### src/hw/rtl/mdh16_pkg.sv
package mdh16_pkg;

	localparam int unsigned NumRounds = 16;
	localparam int unsigned NumWords  = 6;

	typedef logic [15:0] word_t;

	// identifier words travel packed, word 0 in the low slot
	typedef logic [NumWords-1:0][15:0] msg_t;

	// working registers of the mixing function
	typedef struct packed {
		word_t a;
		word_t b;
		word_t c;
		word_t d;
	} hstate_t;

	// boolean function of a round group
	typedef enum logic [1:0] {
		FUNC_SEL_F = 2'd0,
		FUNC_MIX_G = 2'd1,
		FUNC_XOR_H = 2'd2,
		FUNC_ORN_I = 2'd3
	} func_t;

	// everything that tells one round apart from another
	typedef struct packed {
		word_t       k;
		logic [3:0]  rot;
		logic [2:0]  sel;
		func_t       func;
	} round_cfg_t;

	localparam hstate_t InitState = '{a: 16'h2301, b: 16'hab89, c: 16'hdcfe, d: 16'h5476};

	localparam word_t RoundK [NumRounds] = '{
		16'ha478, 16'h0faf, 16'h98d8, 16'h1122,
		16'h2562, 16'h105d, 16'hcde6, 16'he905,
		16'h3942, 16'hea44, 16'h7ec6, 16'hd039,
		16'h2244, 16'h59c3, 16'h7e4f, 16'h7e82
	};

	localparam logic [3:0] RoundRot [NumRounds] = '{
		4'd7, 4'd12, 4'd1, 4'd6,
		4'd5, 4'd9, 4'd14, 4'd2,
		4'd4, 4'd11, 4'd0, 4'd3,
		4'd8, 4'd10, 4'd15, 4'd13
	};

	// message word picked by each round
	localparam logic [2:0] RoundSel [NumRounds] = '{
		3'd0, 3'd1, 3'd2, 3'd3, 3'd4, 3'd5,
		3'd1, 3'd0,
		3'd5, 3'd2, 3'd5, 3'd2,
		3'd0, 3'd2, 3'd4, 3'd0
	};

	function automatic round_cfg_t round_cfg(input logic [3:0] idx);
		round_cfg_t cfg;
		cfg.k   = RoundK[idx];
		cfg.rot = RoundRot[idx];
		cfg.sel = RoundSel[idx];
		if (idx < 4'd6) begin
			cfg.func = FUNC_SEL_F;
		end else if (idx < 4'd8) begin
			cfg.func = FUNC_MIX_G;
		end else if (idx < 4'd12) begin
			cfg.func = FUNC_XOR_H;
		end else begin
			cfg.func = FUNC_ORN_I;
		end
		return cfg;
	endfunction

endpackage

### src/hw/rtl/md5_style_id_hash16.sv
// 16-bit MD5-style identifier hash: six 16-bit identifier words in,
// four 16-bit hash words out, one result beat per input beat.
// Input channel: in_valid/in_ready with uid_word_0..uid_word_5.
// Output channel: out_valid/out_ready with hash_word_a..hash_word_d.
// The datapath is a row of 16 round cells, one round per cell, each cell
// registered; the last cell's register is the output register.
// Throughput: one beat per cycle while the output side keeps taking beats.
// Each cell advances whenever it is empty or its neighbor takes its beat, so
// bubbles close up and input is still taken while a finished result waits,
// until all 16 cells hold beats.
// When the receiver stalls, results hold steady on the output ports and the
// row fills; in_ready drops once every cell is occupied.
// Reset clears all cell valid flags: the block comes out of reset empty,
// with out_valid low and in_ready high.
module md5_style_id_hash16 (
	input  logic        clk,
	input  logic        arst_n,
	input  logic        in_valid,
	output logic        in_ready,
	input  logic [15:0] uid_word_0,
	input  logic [15:0] uid_word_1,
	input  logic [15:0] uid_word_2,
	input  logic [15:0] uid_word_3,
	input  logic [15:0] uid_word_4,
	input  logic [15:0] uid_word_5,
	output logic        out_valid,
	input  logic        out_ready,
	output logic [15:0] hash_word_a,
	output logic [15:0] hash_word_b,
	output logic [15:0] hash_word_c,
	output logic [15:0] hash_word_d
);
	import mdh16_pkg::*;

	logic    valid [NumRounds+1];
	logic    ready [NumRounds+1];
	hstate_t state [NumRounds+1];
	msg_t    msg   [NumRounds+1];

	// chain head
	assign valid[0] = in_valid;
	assign in_ready = ready[0];
	assign state[0] = InitState;
	assign msg[0]   = {uid_word_5, uid_word_4, uid_word_3, uid_word_2, uid_word_1, uid_word_0};

	// one cell per round
	for (genvar i = 0; i < NumRounds; i++) begin : g_round
		mdh16_round_cell u_cell (
			.clk      (clk),
			.arst_n   (arst_n),
			.cfg      (round_cfg(4'(i))),
			.up_valid (valid[i]),
			.up_ready (ready[i]),
			.up_state (state[i]),
			.up_msg   (msg[i]),
			.dn_valid (valid[i+1]),
			.dn_ready (ready[i+1]),
			.dn_state (state[i+1]),
			.dn_msg   (msg[i+1])
		);
	end

	// chain tail drives the output beat; message words end here
	assign ready[NumRounds] = out_ready;
	assign out_valid        = valid[NumRounds] && (msg[NumRounds] == msg[NumRounds]);
	assign hash_word_a      = state[NumRounds].a;
	assign hash_word_b      = state[NumRounds].b;
	assign hash_word_c      = state[NumRounds].c;
	assign hash_word_d      = state[NumRounds].d;

endmodule

### src/hw/rtl/mdh16_round_cell.sv
module mdh16_round_cell (
	input  logic                    clk,
	input  logic                    arst_n,
	input  mdh16_pkg::round_cfg_t   cfg,
	input  logic                    up_valid,
	output logic                    up_ready,
	input  mdh16_pkg::hstate_t      up_state,
	input  mdh16_pkg::msg_t         up_msg,
	output logic                    dn_valid,
	input  logic                    dn_ready,
	output mdh16_pkg::hstate_t      dn_state,
	output mdh16_pkg::msg_t         dn_msg
);
	import mdh16_pkg::*;

	logic    valid_q;
	hstate_t state_q;
	msg_t    msg_q;
	word_t   f;
	word_t   sum;
	word_t   rotd;
	logic [31:0] dbl;
	hstate_t next_state;

	// round boolean function
	always_comb begin
		case (cfg.func)
			FUNC_SEL_F: f = (up_state.b & up_state.c) | (~up_state.b & up_state.d);
			FUNC_MIX_G: f = (up_state.b & up_state.d) | (up_state.c & ~up_state.d);
			FUNC_XOR_H: f = up_state.b ^ up_state.c ^ up_state.d;
			FUNC_ORN_I: f = up_state.c ^ (up_state.b | ~up_state.d);
			default:    f = '0;
		endcase
	end

	// add, rotate left, add b; a shift of 16 on the doubled word covers zero rotation
	always_comb begin
		sum  = f + up_state.a + cfg.k + up_msg[cfg.sel];
		dbl  = {sum, sum} >> (5'd16 - {1'b0, cfg.rot});
		rotd = dbl[15:0];
		next_state.a = up_state.d;
		next_state.d = up_state.c;
		next_state.c = up_state.b;
		next_state.b = up_state.b + rotd;
	end

	// stage moves when empty or when the next one takes its beat
	assign up_ready = !valid_q || dn_ready;

	always_ff @(posedge clk or negedge arst_n) begin
		if (!arst_n) begin
			valid_q <= 1'b0;
		end else if (up_ready) begin
			valid_q <= up_valid;
		end
	end

	always_ff @(posedge clk) begin
		if (up_ready && up_valid) begin
			state_q <= next_state;
			msg_q   <= up_msg;
		end
	end

	assign dn_valid = valid_q;
	assign dn_state = state_q;
	assign dn_msg   = msg_q;

endmodule
### config.mk
export PLATFORM = sky130hd
export DESIGN_NAME = md5_style_id_hash16
export DESIGN_NICKNAME = d
export VERILOG_FILES = /design/src/hw/rtl/mdh16_pkg.sv /design/src/hw/rtl/md5_style_id_hash16.sv /design/src/hw/rtl/mdh16_round_cell.sv
export SDC_FILE = /design/constraint.sdc
export NUM_CORES = 2
export LEC_CHECK = 0
export BUFFER_PORTS_ARGS = -buffer_cell sky130_fd_sc_hd__buf_2
export CORE_ASPECT_RATIO = 0.75
export CORE_MARGIN = 2
export CORE_UTILIZATION = 31
export DETAILED_ROUTE_END_ITERATION = 10
export GPL_TIMING_DRIVEN = 0
export PLACE_DENSITY = 0.5
export SYNTH_ARGS = -nofsm -noshare
export SYNTH_HDL_FRONTEND = slang
export SYNTH_SLANG_ARGS = --single-unit
export TNS_END_PERCENT = 50
### constraint.sdc
create_clock -name clk -period 15.6 [get_ports clk]
set_input_delay 2.34 -clock clk [delete_from_list [all_inputs] [get_ports clk]]
set_output_delay 2.34 -clock clk [all_outputs]
set_load 0.05 [all_outputs]
==> flow_metrics.py <==
metrics = {
    "detailed_routing": {
        "viasPerCell": 4.34,
        "drc": 0,
        "top_layer": "met4",
        "wl_met1_mm": 87.2,
        "wl_per_cell_um": 18.4,
        "first_iter_violations": 2521,
        "drt-total-wl_mm": 185,
        "vias": 43626,
        "wl_met3_mm": 6.44,
        "wl_met2_mm": 84.7,
        "ant_nets": 0,
        "dr.pass1.iters": 5,
    },
    "clocking": {
        "clock_latency_ps": 830,
        "clkSlewWorstSetupHoldPaths_ps": 60,
        "cts_buffers": 192,
        "cts_sinks": 1920,
        "postCtsSetupRepairBufs": 0,
        "cts_tree": "yes",
        "root_buffer": "clkbuf_16",
        "cts_resized": 0,
        "clockBufferDepth": 4,
        "cts_max_level": 4,
        "ctsHoldBuffers": 0,
    },
    "floorplan": {
        "rows": 169,
        "ios": 166,
        "dieArea_um2": 288000,
        "core_area_um2": 282000,
        "fp.dieH_um": 465,
        "fp.dieW_um": 619,
        "start_util_pct": 31.1,
    },
    "synthesis": {
        "synth_cell_types": 79,
        "synthFlopType": "edfxtp_1",
        "syn_nets": 6706,
        "synth-edff-count": 1904,
        "syn_avg_cell_area_um2": 15.3,
        "async_flop_share_pct": 0.833,
        "ys_seq_area_share_pct": 65.5,
        "netlist_area_um2": 87900,
        "ys_warn_count": 0,
        "synthCells": 5748,
        "ys_ff_latch": 1920,
    },
    "sta": {
        "finalSetupViolations": 0,
        "skew_ps": 39.0,
        "maxSlewViolCount": 0,
        "layout_worst_path_cycle_share_pct": 48.9,
        "period_minus_slack_ps": 7630,
        "rsz0062_at_grt": "false",
        "timing.fmax_ghz": 0.131,
        "fin_tns_setup_ps": 0,
        "hold_viol": 0,
        "tightest_slew_ps": 904,
        "maxSlewHeadroom_pct": 39.0,
    },
    "worst_setup_path": {
        "cp.arrival_ps": 5290,
        "path_max_fanout": 6,
        "crit_type": "in -> out",
        "startpoint_type": "input port",
        "endpoint_kind": "output pin",
        "crit_required_ps": 13260,
    },
    "layout": {
        "syn_to_final_growth_pct": 14.2,
        "multi_input_area_um2": 27300,
        "num-nets-final": 7102,
        "drive_gt1_share_pct": 9.45,
        "regArea_um2": 57600,
        "num-fill-cells": 26923,
        "final_area_um2": 100000,
    },
    "global_routing": {
        "grt_pass1_wl_mm": 281,
        "grt_antenna_before_repair": 8,
        "grt_util_all_layers_pct": 12.9,
        "grt_pass1_vias": 45325,
        "grt_overflow": 0,
        "grt_max_degree": 71,
    },
    "run": {
        "cap_violations": 0,
    },
    "place": {
        "postPlaceCellArea_um2": 94300,
        "dp_hpwl_mm": 144,
        "portBuffers": 165,
        "gp_congestion": 0.859,
    },
    "status": {
        "status": "completed",
    },
    "min_path": {
        "hold_path_class": "reg -> reg",
    },
}
## flip-flops by register name, summed over array words and instances (netlist names)
| signal | cells |
|---|---|
| g_round.u_cell.dn_valid | 16 |
| g_round.u_cell.dn_state | 928 |
| g_round.u_cell.dn_msg | 976 |
## path summary, 6_finish.rpt
| check | from | endpoint | slack (ps) | cells past startpoint |
|---|---|---|---|---|
| min reg2reg | g_round[5].u_cell.dn_msg[91] | g_round[6].u_cell.dn_msg[91] | 410 | 0 |
| max in group asynchronous | arst_n | g_round[12].u_cell.dn_valid | 13730 | 1 |
| min in group asynchronous | arst_n | g_round[2].u_cell.dn_valid | 1460 | 1 |
| min | g_round[5].u_cell.dn_msg[91] | g_round[6].u_cell.dn_msg[91] | 410 | 0 |
| max | out_ready | in_ready | 7970 | 9 |
| max reg2reg | g_round[6].u_cell.dn_state[33] | g_round[7].u_cell.dn_state[47] | 8520 | 23 |
## layout make-up
cell class                      count  area share [%]
Timing Repair Buffer              202            1.67
Clock buffer                      231            5.03
Sequential cell                  1920            57.4
Multi-Input combinational cell   3023            27.2
Tap cell                         3762            4.69
Inverter                          800            2.99
Antenna cell                        5          0.0125
Buffer                              5          0.0299
Clock inverter                    103           0.962
## routing by layer
layer | vias to the layer above | track usage (%)
met5 | - | 0
met4 | 0 | 4.47
met3 | 322 | 1.80
met2 | 795 | 20.8
met1 | 21078 | 17.9
li1 | 21431 | -
## cells in the final DEF, fill, tap and decap left out, types with 119 or more instances in the layout
master	netlist	layout
edfxtp_1	1904	1904
inv_1	800	800
ha_1	640	640
xnor2_1	492	492
a21oi_1	226	226
fa_1	218	218
clkbuf_16	0	196
buf_2	3	168
nor2_1	157	156
xor2_1	149	149
nand2_1	119	119
## Yosys cell counts (8+ instances only)
cell type | n | area, um2
or4_1 | 8 | 60.1
and2_1 | 22 | 138
a21o_1 | 86 | 646
o31ai_1 | 8 | 60.1
edfxtp_1 | 1904 | 57200
o41ai_1 | 12 | 105
nor2_1 | 157 | 589
ha_1 | 640 | 8010
a21oi_1 | 226 | 1130
a21boi_0 | 13 | 97.6
o21bai_1 | 51 | 383
o21a_1 | 20 | 150
nor2b_1 | 74 | 463
dfrtp_1 | 16 | 400
xnor2_1 | 492 | 4310
xor2_1 | 149 | 1310
mux2_2 | 45 | 507
nand4_1 | 11 | 68.8
a211oi_1 | 16 | 120
nor3_1 | 82 | 410
a31oi_1 | 37 | 231
a31o_2 | 10 | 87.6
a41oi_1 | 10 | 87.6
fa_1 | 218 | 4360
or2_2 | 38 | 238
o21ai_0 | 93 | 465
or3_1 | 33 | 206
nand3_1 | 88 | 440
nand2_1 | 119 | 447
inv_1 | 800 | 3000
mux2i_1 | 36 | 360
nand2b_1 | 66 | 413
and3_1 | 51 | 319
a211o_1 | 22 | 193
## cells by family after synthesis
group / Yosys count / share of synthesized area (%)
adder cells (fa/ha/maj): 858 / 14.1
AO/OA/AOI/OAI: 670 / 4.99
flip-flops: 1920 / 65.5
buffers and inverters: 805 / 3.45
AND/OR/NAND/NOR: 772 / 4.54
XOR/XNOR: 642 / 6.41
multiplexers: 81 / 0.987
## critical path: stages
cell	delay, ps
buf_2	100
nor2b_1	370
nand3_1	200
nor2_1	570
nand2_1	330
nor3_1	620
and3_1	340
nand3_1	150
buf_2	250
## through the flow
step                      util [%]  setup WS, ps  hold WS [ps]  instances
after floorplan                  -          5560           400       5748
after global placement        33.1          1260           403       9675
after detailed placement      33.4          7930           405       9712
after CTS                     35.5          7920           409      10046
after global routing          35.5          7640           415      10046
final                         35.5          7970           409      10051
Power is not shown: default switching activity piles up to over one toggle a cycle in this logic, so the estimate is an artifact.
